`src/llfp_pkg.sv`:
```
// Shared types, constants and character codes of the log line field parser.
package llfp_pkg;

  localparam int unsigned LINE_MAX_DEF = 512;
  localparam int unsigned TAG_MAX_DEF  = 48;
  localparam int unsigned MSG_MAX_DEF  = 384;

  localparam int unsigned IN_TDATA_W  = 8;
  localparam int unsigned OUT_TDATA_W = 80;

  localparam logic [7:0] CH_E      = 8'h45;
  localparam logic [7:0] CH_W      = 8'h57;
  localparam logic [7:0] CH_I      = 8'h49;
  localparam logic [7:0] CH_D      = 8'h44;
  localparam logic [7:0] CH_V      = 8'h56;
  localparam logic [7:0] CH_QMARK  = 8'h3F;
  localparam logic [7:0] CH_SPACE  = 8'h20;
  localparam logic [7:0] CH_LPAREN = 8'h28;
  localparam logic [7:0] CH_RPAREN = 8'h29;
  localparam logic [7:0] CH_COLON  = 8'h3A;
  localparam logic [7:0] CH_PLUS   = 8'h2B;
  localparam logic [7:0] CH_MINUS  = 8'h2D;
  localparam logic [7:0] CH_ZERO   = 8'h30;
  localparam logic [7:0] CH_NINE   = 8'h39;
  localparam logic [7:0] CH_TAB    = 8'h09;
  localparam logic [7:0] CH_CR     = 8'h0D;
  localparam logic [7:0] CH_LF     = 8'h0A;
  localparam logic [7:0] CH_NUL    = 8'h00;

  localparam int unsigned MIN_HEADER_LEN = 6;

  localparam logic [1:0] DEPTH_RAW   = 2'd0;
  localparam logic [1:0] DEPTH_LEVEL = 2'd1;
  localparam logic [1:0] DEPTH_TIME  = 2'd2;
  localparam logic [1:0] DEPTH_FULL  = 2'd3;

  typedef enum logic [1:0] {
    NUM_SKIP   = 2'd0,
    NUM_SIGN   = 2'd1,
    NUM_DIGITS = 2'd2,
    NUM_DONE   = 2'd3
  } num_phase_e;

  // Fixed-width part of the running line state, as seen after the current item.
  typedef struct packed {
    logic [7:0]  first_char;
    logic        header_ok;
    logic        paren_found;
    logic        colon_found;
    logic        num_neg;
    logic        num_ovf;
    logic [31:0] num_value;
  } scan_flags_t;

  typedef struct packed {
    logic [8:0]  msg_length;
    logic [8:0]  msg_offset;
    logic [5:0]  tag_length;
    logic [8:0]  tag_offset;
    logic [31:0] timestamp_ms;
    logic [1:0]  parse_depth;
    logic [7:0]  level_char;
  } desc_t;

endpackage

```
`src/llfp_scan.sv`:
```
// Running line state: header check, timestamp accumulator, delimiter and CR/LF tracking.
module llfp_scan #(
  parameter int unsigned LINE_MAX = llfp_pkg::LINE_MAX_DEF,
  parameter int unsigned MSG_MAX  = llfp_pkg::MSG_MAX_DEF,
  localparam int unsigned PW = $clog2(LINE_MAX)
) (
  input  logic                  clk_i,
  input  logic                  rst_ni,
  input  logic                  step_i,
  input  logic [7:0]            byte_i,
  input  logic                  last_i,
  output llfp_pkg::scan_flags_t flags_o,
  output logic [PW-1:0]         pos_o,
  output logic [PW-1:0]         paren_o,
  output logic [PW-1:0]         colon_o,
  output logic [PW-1:0]         crlf_o,
  output logic [PW-1:0]         clip_o
);

  localparam logic [PW-1:0] POS_LIMIT = PW'(LINE_MAX - 1);
  localparam int unsigned   CW        = PW + 2;

  logic [PW-1:0]         pos_q, pos_d;
  logic                  ended_q, ended_d;
  logic [7:0]            prev_q, prev_d;
  logic [PW-1:0]         paren_q, paren_d;
  logic [PW-1:0]         colon_q, colon_d;
  logic [PW-1:0]         crlf_q, crlf_d;
  logic [PW-1:0]         clip_q, clip_d;
  llfp_pkg::scan_flags_t flags_q, flags_d;
  llfp_pkg::num_phase_e  phase_q, phase_d;

  logic       take;
  logic       num_en;
  logic       is_digit;
  logic       is_space;
  logic [3:0] digit;
  logic [35:0] num_next;

  assign take     = !ended_q && (byte_i != llfp_pkg::CH_NUL) && (pos_q < POS_LIMIT);
  assign num_en   = take && (pos_q >= PW'(3));
  assign is_digit = (byte_i >= llfp_pkg::CH_ZERO) && (byte_i <= llfp_pkg::CH_NINE);
  assign is_space = byte_i inside {llfp_pkg::CH_SPACE, [llfp_pkg::CH_TAB:llfp_pkg::CH_CR]};
  assign digit    = 4'(byte_i - llfp_pkg::CH_ZERO);
  assign num_next = 36'(flags_q.num_value) * 36'd10 + 36'(digit);

  // Number phase: skip whitespace, take a sign, collect digits, then stop.
  always_comb begin
    phase_d = phase_q;
    if (num_en) begin
      case (phase_q)
        llfp_pkg::NUM_SKIP: begin
          if (is_space) phase_d = llfp_pkg::NUM_SKIP;
          else if (byte_i == llfp_pkg::CH_PLUS || byte_i == llfp_pkg::CH_MINUS)
            phase_d = llfp_pkg::NUM_SIGN;
          else if (is_digit) phase_d = llfp_pkg::NUM_DIGITS;
          else phase_d = llfp_pkg::NUM_DONE;
        end
        llfp_pkg::NUM_SIGN: begin
          phase_d = is_digit ? llfp_pkg::NUM_DIGITS : llfp_pkg::NUM_DONE;
        end
        llfp_pkg::NUM_DIGITS: begin
          if (!is_digit) phase_d = llfp_pkg::NUM_DONE;
        end
        default: phase_d = phase_q;
      endcase
    end
  end

  // Line state and accumulator updates for the current item.
  always_comb begin
    flags_d = flags_q;
    pos_d   = pos_q;
    ended_d = ended_q;
    prev_d  = prev_q;
    paren_d = paren_q;
    colon_d = colon_q;
    crlf_d  = crlf_q;
    clip_d  = clip_q;
    if (!ended_q && byte_i == llfp_pkg::CH_NUL) ended_d = 1'b1;
    if (take) begin
      if (pos_q == PW'(0)) flags_d.first_char = byte_i;
      else if (pos_q == PW'(1)) flags_d.header_ok = (byte_i == llfp_pkg::CH_SPACE);
      else if (pos_q == PW'(2))
        flags_d.header_ok = flags_q.header_ok && (byte_i == llfp_pkg::CH_LPAREN);

      if (pos_q >= PW'(4) && !flags_q.paren_found && prev_q == llfp_pkg::CH_RPAREN &&
          byte_i == llfp_pkg::CH_SPACE) begin
        flags_d.paren_found = 1'b1;
        paren_d = pos_q - PW'(1);
      end else if (flags_q.paren_found && !flags_q.colon_found &&
                   prev_q == llfp_pkg::CH_COLON && byte_i == llfp_pkg::CH_SPACE &&
                   (CW'(pos_q) - CW'(1)) >= (CW'(paren_q) + CW'(2))) begin
        flags_d.colon_found = 1'b1;
        colon_d = pos_q - PW'(1);
      end

      crlf_d = (byte_i == llfp_pkg::CH_CR || byte_i == llfp_pkg::CH_LF) ?
               crlf_q + PW'(1) : PW'(0);
      if (32'(pos_q) == 32'(MSG_MAX - 2)) clip_d = crlf_d;
      prev_d = byte_i;
      pos_d  = pos_q + PW'(1);
    end
    if (num_en) begin
      case (phase_q)
        llfp_pkg::NUM_SKIP: begin
          if (!is_space) begin
            if (byte_i == llfp_pkg::CH_MINUS) flags_d.num_neg = 1'b1;
            else if (byte_i != llfp_pkg::CH_PLUS && is_digit) flags_d.num_value = 32'(digit);
          end
        end
        llfp_pkg::NUM_SIGN: begin
          if (is_digit) flags_d.num_value = 32'(digit);
        end
        llfp_pkg::NUM_DIGITS: begin
          if (is_digit && !flags_q.num_ovf) begin
            if (num_next[35:32] != 4'd0) flags_d.num_ovf = 1'b1;
            else flags_d.num_value = num_next[31:0];
          end
        end
        default: flags_d = flags_d;
      endcase
    end
  end

  // Clear everything after the last item of a line.
  always_ff @(posedge clk_i or negedge rst_ni) begin
    if (!rst_ni) begin
      flags_q <= '0;
      phase_q <= llfp_pkg::NUM_SKIP;
      pos_q   <= '0;
      ended_q <= 1'b0;
      prev_q  <= '0;
      paren_q <= '0;
      colon_q <= '0;
      crlf_q  <= '0;
      clip_q  <= '0;
    end else if (step_i) begin
      if (last_i) begin
        flags_q <= '0;
        phase_q <= llfp_pkg::NUM_SKIP;
        pos_q   <= '0;
        ended_q <= 1'b0;
        prev_q  <= '0;
        paren_q <= '0;
        colon_q <= '0;
        crlf_q  <= '0;
        clip_q  <= '0;
      end else begin
        flags_q <= flags_d;
        phase_q <= phase_d;
        pos_q   <= pos_d;
        ended_q <= ended_d;
        prev_q  <= prev_d;
        paren_q <= paren_d;
        colon_q <= colon_d;
        crlf_q  <= crlf_d;
        clip_q  <= clip_d;
      end
    end
  end

  assign flags_o = flags_d;
  assign pos_o   = pos_d;
  assign paren_o = paren_d;
  assign colon_o = colon_d;
  assign crlf_o  = crlf_d;
  assign clip_o  = clip_d;

endmodule

```
`src/llfp_final.sv`:
```
// Descriptor build: parse depth, level, timestamp, tag and message spans.
module llfp_final #(
  parameter int unsigned LINE_MAX = llfp_pkg::LINE_MAX_DEF,
  parameter int unsigned TAG_MAX  = llfp_pkg::TAG_MAX_DEF,
  parameter int unsigned MSG_MAX  = llfp_pkg::MSG_MAX_DEF,
  localparam int unsigned PW = $clog2(LINE_MAX)
) (
  input  llfp_pkg::scan_flags_t flags_i,
  input  logic [PW-1:0]         pos_i,
  input  logic [PW-1:0]         paren_i,
  input  logic [PW-1:0]         colon_i,
  input  logic [PW-1:0]         crlf_i,
  input  logic [PW-1:0]         clip_i,
  output llfp_pkg::desc_t       desc_o
);

  localparam int unsigned MW  = $clog2(MSG_MAX);
  localparam int unsigned TW  = $clog2(TAG_MAX);
  localparam int unsigned MX1 = (PW > MW) ? PW : MW;
  localparam int unsigned MX2 = (MX1 > TW) ? MX1 : TW;
  localparam int unsigned KW  = MX2 + 1;
  localparam logic [KW-1:0] TAG_CLIP = KW'(TAG_MAX - 1);
  localparam logic [KW-1:0] MSG_CLIP = KW'(MSG_MAX - 1);

  logic [KW-1:0] len;
  logic [KW-1:0] tag_off, tag_len, tag_cut;
  logic [KW-1:0] msg_off, full_len, full_strip, full_cut;
  logic [KW-1:0] raw_len, raw_run, raw_strip;
  logic [KW-1:0] msg_len;
  logic          level_ok;
  logic [1:0]    depth;
  logic [31:0]   ts;

  assign len      = KW'(pos_i);
  assign level_ok = flags_i.first_char inside {llfp_pkg::CH_E, llfp_pkg::CH_W,
                    llfp_pkg::CH_I, llfp_pkg::CH_D, llfp_pkg::CH_V};

  always_comb begin
    if (len < KW'(llfp_pkg::MIN_HEADER_LEN) || !flags_i.header_ok || !level_ok)
      depth = llfp_pkg::DEPTH_RAW;
    else if (!flags_i.paren_found) depth = llfp_pkg::DEPTH_LEVEL;
    else if (!flags_i.colon_found) depth = llfp_pkg::DEPTH_TIME;
    else depth = llfp_pkg::DEPTH_FULL;
  end

  always_comb begin
    if (depth == llfp_pkg::DEPTH_RAW || depth == llfp_pkg::DEPTH_LEVEL) ts = '0;
    else if (flags_i.num_ovf) ts = '1;
    else if (flags_i.num_neg) ts = 32'(0) - flags_i.num_value;
    else ts = flags_i.num_value;
  end

  // Full parse: tag between ") " and ": ", message after ": " less trailing CR/LF.
  assign tag_off    = KW'(paren_i) + KW'(2);
  assign tag_len    = KW'(colon_i) - tag_off;
  assign tag_cut    = (tag_len > TAG_CLIP) ? TAG_CLIP : tag_len;
  assign msg_off    = KW'(colon_i) + KW'(2);
  assign full_len   = len - msg_off;
  assign full_strip = full_len - ((KW'(crlf_i) < full_len) ? KW'(crlf_i) : full_len);
  assign full_cut   = (full_strip > MSG_CLIP) ? MSG_CLIP : full_strip;

  // Fallback: whole line, clipped first, then trailing CR/LF of the kept part dropped.
  assign raw_len   = (len <= MSG_CLIP) ? len : MSG_CLIP;
  assign raw_run   = (len <= MSG_CLIP) ? KW'(crlf_i) : KW'(clip_i);
  assign raw_strip = raw_len - ((raw_run > raw_len) ? raw_len : raw_run);

  assign msg_len = (depth == llfp_pkg::DEPTH_FULL) ? full_cut : raw_strip;

  always_comb begin
    desc_o              = '0;
    desc_o.level_char   = (depth == llfp_pkg::DEPTH_RAW) ? llfp_pkg::CH_QMARK
                                                         : flags_i.first_char;
    desc_o.parse_depth  = depth;
    desc_o.timestamp_ms = ts;
    desc_o.msg_length   = 9'(msg_len);
    if (depth == llfp_pkg::DEPTH_FULL) begin
      desc_o.tag_offset = 9'(tag_off);
      desc_o.tag_length = 6'(tag_cut);
      desc_o.msg_offset = 9'(msg_off);
    end
  end

endmodule

```
`src/log_line_field_parser_top.sv`:
```
// Top level of the log line field parser: stream ports, input and result registers.
// Parses one log line of the form "L (NNNN) TAG: MSG", one byte per input item, and
// gives one descriptor item for the item that carries tlast. A byte is registered,
// then updates the running line state when it moves on, and the last byte of a line
// loads the descriptor into the result register in that same cycle, so one item per
// clock is sustained while no last byte stalls. The input side stalls only on a last
// byte while the previous descriptor still waits on m_axis_tready. Bytes after a
// zero byte, or past the first LINE_MAX-1, leave the state unchanged.
module log_line_field_parser_top #(
  parameter int unsigned LINE_MAX = llfp_pkg::LINE_MAX_DEF,
  parameter int unsigned TAG_MAX  = llfp_pkg::TAG_MAX_DEF,
  parameter int unsigned MSG_MAX  = llfp_pkg::MSG_MAX_DEF
) (
  input  logic                             clk_i,
  input  logic                             rst_ni,
  input  logic                             s_axis_tvalid,
  output logic                             s_axis_tready,
  // [7:0] line_byte
  input  logic [llfp_pkg::IN_TDATA_W-1:0]  s_axis_tdata,
  input  logic                             s_axis_tlast,
  output logic                             m_axis_tvalid,
  input  logic                             m_axis_tready,
  // [7:0] level_char, [9:8] parse_depth, [41:10] timestamp_ms, [50:42] tag_offset,
  // [56:51] tag_length, [65:57] msg_offset, [74:66] msg_length, [79:75] zero
  output logic [llfp_pkg::OUT_TDATA_W-1:0] m_axis_tdata
);

  localparam int unsigned PW = $clog2(LINE_MAX);

  logic            in_v_q;
  logic [7:0]      in_byte_q;
  logic            in_last_q;
  logic            out_v_q, out_v_d;
  llfp_pkg::desc_t out_q;
  llfp_pkg::desc_t desc;

  llfp_pkg::scan_flags_t flags;
  logic [PW-1:0] pos, paren, colon, crlf, clip;

  logic advance;
  logic load;

  // A last byte needs a free result slot; other bytes always move on.
  assign advance       = in_v_q && (!in_last_q || !out_v_q || m_axis_tready);
  assign load          = advance && in_last_q;
  assign s_axis_tready = !in_v_q || advance;

  always_ff @(posedge clk_i or negedge rst_ni) begin
    if (!rst_ni) begin
      in_v_q <= 1'b0;
    end else if (s_axis_tready) begin
      in_v_q <= s_axis_tvalid;
    end
  end

  always_ff @(posedge clk_i) begin
    if (s_axis_tvalid && s_axis_tready) begin
      in_byte_q <= s_axis_tdata[7:0];
      in_last_q <= s_axis_tlast;
    end
  end

  llfp_scan #(
    .LINE_MAX (LINE_MAX),
    .MSG_MAX  (MSG_MAX)
  ) u_scan (
    .clk_i   (clk_i),
    .rst_ni  (rst_ni),
    .step_i  (advance),
    .byte_i  (in_byte_q),
    .last_i  (in_last_q),
    .flags_o (flags),
    .pos_o   (pos),
    .paren_o (paren),
    .colon_o (colon),
    .crlf_o  (crlf),
    .clip_o  (clip)
  );

  llfp_final #(
    .LINE_MAX (LINE_MAX),
    .TAG_MAX  (TAG_MAX),
    .MSG_MAX  (MSG_MAX)
  ) u_final (
    .flags_i (flags),
    .pos_i   (pos),
    .paren_i (paren),
    .colon_i (colon),
    .crlf_i  (crlf),
    .clip_i  (clip),
    .desc_o  (desc)
  );

  always_comb begin
    out_v_d = out_v_q;
    if (load) out_v_d = 1'b1;
    else if (m_axis_tready) out_v_d = 1'b0;
  end

  always_ff @(posedge clk_i or negedge rst_ni) begin
    if (!rst_ni) begin
      out_v_q <= 1'b0;
    end else begin
      out_v_q <= out_v_d;
    end
  end

  always_ff @(posedge clk_i) begin
    if (load) out_q <= desc;
  end

  assign m_axis_tvalid = out_v_q;
  assign m_axis_tdata  = {5'd0, out_q.msg_length, out_q.msg_offset, out_q.tag_length,
                          out_q.tag_offset, out_q.timestamp_ms, out_q.parse_depth,
                          out_q.level_char};

endmodule

```
`config.mk`:
```
export PLATFORM = sky130hd
export DESIGN_NAME = log_line_field_parser_top
export DESIGN_NICKNAME = d
export VERILOG_FILES = /design/src/llfp_pkg.sv /design/src/llfp_scan.sv /design/src/llfp_final.sv /design/src/log_line_field_parser_top.sv
export SDC_FILE = /design/constraint.sdc
export NUM_CORES = 1
export LEC_CHECK = 0
export ABC_AREA = 1
export CORE_MARGIN = 2
export CORE_UTILIZATION = 60
export DETAILED_ROUTE_END_ITERATION = 10
export DONT_BUFFER_PORTS = 1
export PLACE_DENSITY = 0.86
export SETUP_SLACK_MARGIN = 0.1
export SYNTH_ARGS = -nofsm -noshare
export SYNTH_HDL_FRONTEND = slang
export SYNTH_SLANG_ARGS = --single-unit
```
`constraint.sdc`:
```
create_clock -name clk_i -period 7.1 [get_ports clk_i]
set_input_delay 0.71 -clock clk_i [delete_from_list [all_inputs] [get_ports clk_i]]
set_output_delay 0.71 -clock clk_i [all_outputs]
set_load 0.02 [all_outputs]
```
## After elaboration in Yosys (flattened, before gate mapping)

Index checks and enable logic that the tools add are counted.

| operators by class | value |
|---|---|
| $lt $le $gt $ge | 14 |
| reductions and logical operators | 53 |
| $add $sub $neg | 14 |
| multipliers | 1 |
| bitwise gates (word level) | 1 |
| eq/ne operators | 22 |
| muxes and demuxes | 62 |

Operator list:

| operator | count |
|---|---|
| 32-bit 2-to-1 mux | 7 |
| 9-bit 2-to-1 mux | 20 |
| 32-bit case mux with 3 select lines | 1 |
| 8-bit by 6-bit == test with 1-bit output (second input constant) | 6 |
| 45-bit 2-to-1 mux | 1 |
| 8-bit by 7-bit == test with 1-bit output (second input constant) | 5 |
| 36-bit by 4-bit adder with 36-bit output | 1 |
| 32-bit by 3-bit multiplier with 35-bit output (second input constant) | 1 |
| 34-bit 2-to-1 mux | 1 |
| 33-bit 2-to-1 mux | 1 |
| 1-bit by 32-bit subtractor with 32-bit output (first input constant) | 1 |
| 9-bit by 2-bit adder with 10-bit output (second input constant) | 3 |
| 8-bit 2-to-1 mux | 3 |
| 9-bit by 10-bit subtractor with 10-bit output | 2 |
| 1-bit logical AND | 19 |
| 9-bit by 1-bit adder with 9-bit output (second input constant) | 2 |
| 1-bit 2-to-1 mux | 17 |
| 8-bit by 4-bit == test with 1-bit output (second input constant) | 2 |
| 2-bit 2-to-1 mux | 7 |
| 11-bit greater-or-equal comparator | 1 |
| 11-bit 2-to-1 mux | 1 |
| 10-bit greater-than comparator | 1 |
| 10-bit by 6-bit greater-than comparator with 1-bit output (second input constant) | 1 |
| 10-bit by 9-bit greater-than comparator with 1-bit output (second input constant) | 1 |
| other kinds (38) | 62 |

| storage, ports and cells | value |
|---|---|
| input port bits | 13 |
| bits in registers | 187 |
| output and inout bits | 82 |
| logic and storage cells | 194 |

## Longest topological paths before layout

Gate-level depths: netlist of the first run.

| logic depth | value |
|---|---|
| depth in word-level cells | 16 |
| depth in mapped cells | 57 |

## By module

From an unflattened synthesis of the first run, not the netlist that was laid out.

| second synthesis, totals | value |
|---|---|
| cells, all modules | 2,526 |
| area, all modules | 17,105.2 µm² |

Modules (own cells, without submodules):

| module | times used | sequential area each (µm²) | cells an instance | area each (µm²) |
|---|---|---|---|---|
| llfp_scan | 1 | 2,527.4 | 1,719 | 10,506.3 |
| llfp_final | 1 | 0.0 | 703 | 3,927.5 |
| log_line_field_parser_top | 1 | 2,572.5 | 104 | 2,671.3 |

## Least setup slack after synthesis of the first run

No wires, ideal clock.

| timing path | value |
|---|---|
| path kind | register to register |
| from | register u_scan.pos_q[0] |
| to | register out_q (netlist bit m_axis_tdata[66]), data pin |
| path slack | -0.573 ns |
| setup time | 0.254 ns |
| arrival | 7.419 ns |
| buffers on the path | 2 |
| clock period less this slack | 7.673 ns |
| cell stages (with the launch flop) | 51 |
| required time | 6.846 ns |
| path through | dfrtp_1 inv_1 nand3_1 nor3_2 nand2_1 nor2_1 xor2_1 inv_1 ha_1 nand2_1 nor2_1 nand2_1 o21ai_0 nand2_1 o2111ai_1 nand2_1 buf_2 o21ai_0 [... 15 more ...] a21oi_1 nand2_1 a31o_2 nand2_2 clkbuf_1 o21ai_0 fa_1 nand3_1 and2_1 inv_1 a21oi_1 o21ai_0 a21o_1 nand2_1 nand3_1 nand3_1 nand3_2 o21a_1 |

RTL lines:

| item | RTL line | text |
|---|---|---|
| start: declaration | llfp_scan.sv:23 | `logic [PW-1:0] pos_q, pos_d;` |
| start signal: assignment | llfp_scan.sv:152 | `pos_q <= pos_d;` |
| end signal: assignment | log_line_field_parser_top.sv:109 | `if (load) out_q <= desc;` |
| end: declaration | log_line_field_parser_top.sv:34 | `llfp_pkg::desc_t out_q;` |

==> flow_results.org, run 1 <==
** Worst setup path
- The worst setup path is captured at a flop.
- Internal reg-to-reg setup slack :: -0.20 ns
- Type of the worst setup path :: reg -> reg
- R2R Path End :: m_axis_tdata[71]
- Cell count of the worst reg-to-reg path :: 51
- The worst setup path is launched from a flop.
- Required time at the worst-slack endpoint :: 7.31 ns
- Max FO, Critical Path :: 6
- Data on the critical path arrives at its endpoint at 7.51 ns.
- Kind of cell adding the most delay to the critical path :: compound AO/OA/AOI/OAI gates
- Slowest-stage cell, CP :: dfrtp_1
- The cell that appears most often on the critical path is buf_4.
- The most critical setup path has its startpoint at u_scan.pos_q[1].
- Slowest cell delay on critical path :: 0.40 ns
- The startpoint identified for the worst register-to-register timing path is u_scan.pos_q[1].
- Sum of buffers and inverters on the critical path :: 14

** Place
- Post-detailed-placement cell area :: 18200 um2
- At the end of routability-driven placement, the weighted congestion stood at 0.944.
- Summed over all nets, the half-perimeter wirelength after detailed placement is 37.7 mm.
- In this run the tool buffered the top-level ports with 0 buffer cells.
- Counting tap cells, the placed design contains a total of 2944 instances.

** Global routing
- Antenna violations before repair :: 0
- The first global-routing pass estimated 83.2 mm of wire.
- Global route total overflow :: 0
- Across every metal layer, demand over resource in global routing totals 33.7%.
- Entering global routing, the biggest net connects 104 pins.
- The number of global-route vias before repair is 16700.

** STA
- Actual transition at the worst max-transition pin :: 1.05 ns
- Setup violations remaining at the end of the flow were counted as 9.
- Of the available clock period, the critical path in the final layout requires 103%.
- Setup slack on the critical path of the routed design comes to -0.204 ns.
- Final max-slew violation count :: 0
- Post-route minimum period :: 7.30 ns
- Total negative slack for setup checks :: -1.40 ns
- Post-route clock skew :: 0.0172 ns
- The worst pin sits at a relative slew slack of 29.8%.
- Setup repair after global routing could not meet its margin everywhere.
- Static timing analysis puts the maximum clock frequency at 0.137 GHz.
- The count of final hold-check violations is 0.

** Clock tree
- Number of CTS-inserted buffers :: 17
- TritonCTS built the clock tree.
- Clock transition at the registers of the reported paths :: 0.08 ns
- Counting along the longest clock path gives a buffer depth of 2.
- CTS root buf :: clkbuf_16
- Sinks on the clock net :: 187
- Clock latency reported for the late side of the worst-skew pair :: 0.46 ns
- H-Tree Depth :: 4

** Routing
- Detailed routing placed a total of 5.26 mm of wire on met3.
- Routed wire length on met2 :: 22.7 mm
- Via/cell ratio :: 5.85
- Via count of the routed design :: 17600
- Average wire length per cell after detail routing :: 17.1 um
- After detailed routing, no signal wire sits above met4.
- For this run, design rule violations remaining after detail routing come to 0.
- Met1 wire length :: 21.9 mm
- Wires add up to 51.4 mm.
- Detailed Route Iter0 Violations :: 2488
- The first detailed-routing pass took 8 iterations.
- Number of nets still failing antenna checks after routing :: 0

** Synth
- After Yosys synthesis, and, or, nand and nor cells account for 32.3% of the synthesized area.
- Counting flops with a built-in enable in the synthesized netlist gives 84.
- Multiplexer share of the synthesized area :: 0%
- Compound-gate portion of the synthesized area :: 12.4%
- Yosys printed 0 warnings.
- Synthesis produced a netlist whose cell count is 2523.
- Count of cell types in the netlist :: 63
- Post-synth ARST share :: 55.1%
- Portion of the post-synthesis area used by sequential elements :: 29.6%
- Combinational family with the most area after synthesis :: simple AND/OR/NAND/NOR gates
- In the synthesized netlist the dominant register cell turns out to be dfrtp_1.
- A synthesized cell averages 6.83 um2.
- In this run the cell area of the synthesized design comes to 17200 um2.
- The synthesized netlist devotes 3.96% of its cell area to XOR and XNOR gates.
- The synthesized netlist devotes 10.6% of its cell area to adder and majority cells.
- Flip-flop and latch count after synthesis :: 187

** Die
- The die covers 30100 um2.
- FP Rows :: 62
- The total area inside the core boundary comes to 28500 um2.
- From bottom edge to top edge, the die measures 173 um.
- The die is 173 um wide.
- Top-level port count :: 95
- For this configuration, the core starts out at a cell density of 60.5%.

** Power
- Clock Power Share :: 21.9%
- Static leakage :: 9.91 nW
- Internal power of the cells :: 2.61 mW
- Dividing total power by cell area gives a power density of 228 nW/um2.
- Combinational share of power :: 48.5%
- Net switching power figure :: 1.85 mW
- Switch share :: 41.5%
- Maximum vdd ir drop :: 0.160 mV
- Register share of total power :: 29.6%

** Flow run
- Reported max-cap violation count :: 0

** Finish
- In the layout the commonest cells are nand2_1, inv_1, nor2_1.
- From synthesis to final layout, the design area changed by 13.6%.
- Cells with a size suffix above 1 make up 14.8% of the layout.
- Number of standard cells in the final layout excluding fillers :: 3016
- Cells fill 68.7% of the core in the end.
- Summing all non-filler instances in the final layout gives an area of 19600 um2.
- The number of antenna diodes in the final layout is 0.
- The net count of the finished layout is 2775.
- Most common cell after layout, fill and taps aside :: nand2_1

** Worst hold path
- Worst hold path type :: in -> async

** Status
- Violated checks :: setup timing
- The flow ran to the end, but the final reports show violations.
flip-flops by register name (all words and copies together), names as in the netlist, 2 cells and up:
register / cells
u_scan.prev_q: 8
u_scan.clip_q: 9
u_scan.paren_q: 9
m_axis_tdata: 75
in_byte_q: 8
u_scan.phase_q: 2
u_scan.crlf_q: 9
u_scan.pos_q: 9
u_scan.flags_q: 45
u_scan.colon_q: 9
through the flow:
stage / hold slack, ns / power (mW) / setup WS [ns]
after floorplan: 0.414 / 2.51 / 0.102
after detailed placement: 0.419 / 2.99 / -0.330
final: 0.161 / 4.46 / -0.204
after global routing: 0.227 / 4.68 / -0.465
after global placement: 0.419 / 2.93 / 0.00337
after CTS: 0.217 / 4.21 / 0.0236
cell type report:
| class | count | area, um2 |
|---|---|---|
| well taps | 384 | 480 |
| multi-input cells | 1857 | 10800 |
| flip-flops and latches | 187 | 5100 |
| fillers | 2302 | 8900 |
| repair buffers | 133 | 1050 |
| inverters | 423 | 1590 |
| clock inverters | 12 | 124 |
| clock buffers | 20 | 458 |
power by group through the flow:
stage | logic [mW] | registers [mW] | clock network, mW
6_report | 2.17 | 1.32 | 0.978
3_5_place_dp | 1.65 | 1.34 | 0
4_1_cts | 1.92 | 1.32 | 0.971
3_3_place_gp | 1.60 | 1.34 | 0
2_1_floorplan | 1.18 | 1.33 | 0
5_1_grt | 2.33 | 1.33 | 1.02
worst max-delay path by stage:
stage,to,depth (start not counted),slack [ns]
final,m_axis_tdata[71],51,-0.20
after global routing,m_axis_tdata[71],47,-0.47
after CTS,m_axis_tdata[67],52,0.02
after detailed placement,m_axis_tdata[66],52,-0.33
after global placement,m_axis_tdata[66],52,0.003
after floorplan,m_axis_tdata[66],53,0.10
repair_timing:
action                                  4_1_cts  5_1_grt
buffers inserted                             30        7
cloned                                        2        0
endpoints found under the hold margin       103        0
pin swaps                                    31       33
endpoints found under the setup margin        9        9
gates resized for setup                      47       45
hold buffers                                  1        0
Yosys cell counts, types with 7 or more instances:
cell type  count  area (um2)
inv_1        377        1420
nor2_4         9         101
a31oi_1        9        56.3
clkbuf_1      35         131
nor3_1        39         195
inv_2         40         150
nand3_2       14         140
a21oi_1      100         500
xnor2_1       16         140
nor2_2        23         144
nor2_1       206         773
nand3_1      172         861
xor2_1        60         526
buf_4          7        52.6
dfrtp_1      103        2580
nand2_2       38         238
o22ai_1       66         413
edfxtp_1      84        2520
ha_1         137        1710
o21ai_0      138         691
nand2_1      684        2570
nand3b_1       8        60.1
buf_2         14        70.1
o21ai_1       17        85.1
nand4_1       33         206
routing by layer:
layer | vias up | global-route usage (%)
met2 | 1000 | 53.1
met5 | - | 0
met1 | 8089 | 47.6
met3 | 155 | 6.03
li1 | 8389 | -
met4 | 0 | 10.2
logic make-up (layout without fill, tap and decap cells):
family	after synthesis	in the layout
XOR/XNOR	77	77
adder cells (fa/ha/maj)	143	143
other	1	6
buffers and inverters	485	588
AO/OA/AOI/OAI	377	377
flip-flops	187	187
AND/OR/NAND/NOR	1253	1254
Power figures use the tool's default switching activity.
==> run 2, diff against run 1 <==
Settings changed: ABC_AREA 1 to not set.
==> flow_results.org, run 2 <==
** Die
- The starting utilization of the core area came to 61.2% (was 60.5%).
- Core region area :: 26100 um2 (was 28500 um2)
- Die X-Extent :: 167 um (was 173 um)
- FP Rows :: 59 (was 62)
- The area of the die was 27900 um2 (was 30100 um2).
- The number of ports placed on the die boundary was 95 (unchanged).
- The height of the die is 167 um (was 173 um).

** STA
- Actual transition at the worst max-transition pin :: 1.09 ns (was 1.05 ns)
- The number of setup violations in the final report is 9 (unchanged).
- Setup repair after global routing missed its margin: yes (unchanged).
- The final number of max-transition violations was 0 (unchanged).
- The final worst-path setup slack is -1.21 ns (was -0.204 ns).
- The period utilization came to 117% (was 103%).
- Final Hold Viols :: 0 (unchanged)
- Post-route clock skew :: 0.0128 ns (was 0.0172 ns)
- Post-route minimum period :: 8.31 ns (was 7.30 ns)
- Total negative slack for setup checks :: -10.41 ns (was -1.40 ns)
- The final hold slack was 0.180 ns (was 0.161 ns).
- The top achievable clock speed was 0.120 GHz (was 0.137 GHz).
- Worst-case headroom to the max-slew limit :: 27.1% (was 29.8%)

** Finish
- Area of the multi-input gates :: 10800 um2 (about the same)
- Leading cell types in the layout, fill and taps excluded: buf_4, nand2_1, ha_1 (was nand2_1, inv_1, nor2_1).
- Filler cells :: 1722 (was 2302)
- Number of nets in the finished design :: 2124 (was 2775)
- The number of antenna cells inserted came to 0 (unchanged).
- The number of flip-flops in the largest register was 75 (unchanged).
- Layout cell share with drive strength beyond 1 :: 19.8% (was 14.8%)
- The leading cell type in the layout, fill and taps excluded was buf_4 (was nand2_1).
- FF/Latch Area :: 5100 um2 (about the same)
- The final non-filler cell total was 2316 (was 3016).
- Area Growth Syn to Fin :: 18.5% (was 13.6%)

** Clock tree
- The total CTS buffers is 17 (unchanged).
- Sinks on the clock net :: 187 (unchanged)
- Maximum root-to-sink buffer count :: 2 (unchanged)
- The root cell of the clock tree is clkbuf_16 (unchanged).
- The clock-pin slew on the worst setup and hold paths was 0.08 ns (about the same).
- Clock tree from TritonCTS :: built (unchanged)
- The source-to-sink clock delay at the later pin of the worst-skew pair came to 0.46 ns (about the same).
- The level count of the clock H-tree was 4 (unchanged).

** Power
- The cell area power density was 206 nW/um2 (was 228 nW/um2).
- Static leakage :: 8.12 nW (was 9.91 nW)
- Maximum vdd ir drop :: 0.182 mV (was 0.160 mV)

** Synth
- The number of flops mapped to enable cells by yosys is 84 (unchanged).
- Prevailing post-synth register cell :: dfrtp_1 (unchanged)
- Dominant cell by count in the synthesized netlist :: nand2_1 (unchanged)
- The largest area contributor in the synthesized netlist is dfrtp_1 (unchanged).
- The async set-reset flop share out of synthesis came to 55.1% (unchanged).
- Commonest cells in the synthesized netlist: nand2_1, ha_1, a21oi_1, nor2_1, o21ai_0 (was nand2_1, inv_1, nor2_1).
- The total of flip-flops plus latches after synthesis is 187 (unchanged).
- The post-synthesis cell area is 15900 um2 (was 17200 um2).
- Number of standard cells after synthesis :: 1824 (was 2523)
- Top area cells in the synthesized netlist :: dfrtp_1, edfxtp_1, ha_1, nand2_1, xor2_1 (was dfrtp_1, nand2_1, edfxtp_1, ha_1, inv_1)
- Count of cell types in the netlist :: 103 (was 63)
- The synthesis warning total is 0 (unchanged).
- The average footprint of a synthesized cell is 8.74 um2 (was 6.83 um2).
- The portion of synthesized cell area occupied by the leading cell type is 16.2% (was 15.0%).
- The sequential share of the synthesized area came to 32.0% (was 29.6%).

** Worst setup path
- The worst path arrival time is 8.52 ns (was 7.51 ns).
- The peak per-stage delay on the critical path is 0.48 ns (was 0.40 ns).
- The worst setup path category is reg -> reg (unchanged).
- Startpoint type of the worst setup path :: flop (unchanged)
- The family with the most delay on the worst path was compound AO/OA/AOI/OAI gates (unchanged).
- Required time at the worst-slack endpoint :: 7.31 ns (about the same)
- The largest fanout on the critical path was 7 (was 6).
- The cell with the biggest individual delay on the critical path is mux2i_1 (was dfrtp_1).
- The endpoint type of the worst setup path is a flop (unchanged).
- The count of buffer and inverter cells on the critical path was 12 (was 14).

** Global routing
- Number of global-route vias before repair :: 14800 (was 16700)
- Total routing usage reported by global routing :: 35.2% (was 33.7%)
- The initial antenna violation count is 0 (unchanged).
- Global route total overflow :: 0 (unchanged)
- The global-route wire length before repair came to 79.3 mm (was 83.2 mm).
- Maximum number of pins on one net before global-route repair :: 104 (unchanged)

** Status
- Violated checks: setup timing (unchanged).
- Outcome: finished with violations (unchanged).

** Routing
- Overall routed net length :: 52.6 mm (was 51.4 mm)
- Average wire length per cell after detail routing :: 22.7 um (was 17.1 um)
- The count of unresolved DRC violations after routing is 0 (unchanged).
- Via count of the routed design :: 16100 (was 17600)
- Detailed Route Iter0 Violations :: 2350 (was 2488)
- The routed via count divided by cell count came to 6.94 (was 5.85).
- The number of nets with antenna violations after detailed routing is 0 (unchanged).
- First drt pass iteration count :: 9 (was 8)

** Place
- DPL Wire Length :: 35.2 mm (was 37.7 mm)
- The count of buffers from port buffering was 0 (unchanged).
- Number of placed instances with taps included :: 2243 (was 2944)
- GPL Wtd Cong :: 0.955 (was 0.944)

** Flow run
- Reported max-cap violation count :: 0 (unchanged)

** Worst hold path
- The worst hold-check path type is in -> async (unchanged).
## run 2: changes by cell type in the layout (fill, tap and decap cells not counted), moves of 40 or more
cell / delta
buf_4: +71
inv_1: -293
nand2_1: -476
nand2_2: -40
nand3_1: -119
nor2_1: -75
o22ai_1: -62
xnor2_1: +49
## run 2: power by group
group	total [mW]	internal (mW)	switching [mW]
Clock	1.02	0.511	0.508
Combinational	1.61	0.732	0.880
Sequential	1.26	1.19	0.0649
Total	3.89	2.44	1.45
## run 2: per-layer routing
metal	up-vias	share of wire, %	global-route usage, %	routed length (um)
li1	7016	-	-	-
met1	7526	38	48.5	20000
met2	1288	45	54.9	23700
met3	248	12	7.44	6520
met4	0	4.6	12.6	2410
met5	-	0	0	0
## run 2: through the flow
| step | setup WS (ns) | util (%) | power [mW] | cell area [um2] |
|---|---|---|---|---|
| after floorplan | -0.639 | - | 2.07 | 16200 |
| after global placement | -0.339 | 67.2 | 2.46 | 17500 |
| after detailed placement | -0.732 | 67.2 | 2.50 | 17500 |
| after CTS | -0.530 | 70.9 | 3.60 | 18500 |
| after global routing | -1.44 | 72.5 | 4.02 | 18900 |
| final | -1.21 | 72.5 | 3.89 | 18900 |
## run 2: worst reg2reg max path: cells and delay by family, from the launching register on
family / cells / cell delay [ns]
xor+xnor: 3 / 0.71
flops: 1 / 0.40
simple gates: 4 / 0.53
mux: 2 / 0.56
fa+ha+maj: 5 / 1.22
buf+inv: 12 / 1.46
compound gates: 18 / 3.16
## run 2: logic make-up (layout without fill, tap and decap cells)
family	after synthesis	after routing	synth area share (%)
mux	39	39	2.48
simple gates	609	609	19.2
other cells	1	6	0.0235
buf+inv	173	325	4.43
compound gates	528	528	22.5
flops	187	187	32.0
xor+xnor	144	144	7.91
fa+ha+maj	143	143	11.5
## run 2: timing repair
action	4_1_cts	5_1_grt
hold buffers	1	0
buffers inserted	27	13
hold endpoints to repair	103	0
endpoints found under the setup margin	9	33
pin swaps	29	48
gates resized for setup	31	54
## run 2: area by class of cell
cell class | instances | area share, %
Timing Repair Buffer | 208 | 8.51
Clock buffer | 17 | 2.25
Multi-Input combinational cell | 1469 | 57.3
Tap cell | 335 | 2.22
Sequential cell | 187 | 27.0
Clock inverter | 15 | 1.00
Inverter | 85 | 1.71
## run 2: worst paths after layout
kind                                        from                  to  slack [ns]  cells past startpoint
worst max-delay path             u_scan.pos_q[1]    m_axis_tdata[73]       -1.21                     44
worst min-delay path                      rst_ni  u_scan.flags_q[37]        0.18                      1
worst max register to register   u_scan.pos_q[1]    m_axis_tdata[73]       -1.21                     44
worst min register to register  u_scan.clip_q[7]    u_scan.clip_q[7]        0.50                      2
max in group asynchronous                 rst_ni     u_scan.pos_q[3]        6.46                      1
min in group clk_i               s_axis_tdata[4]        in_byte_q[4]        0.34                      0
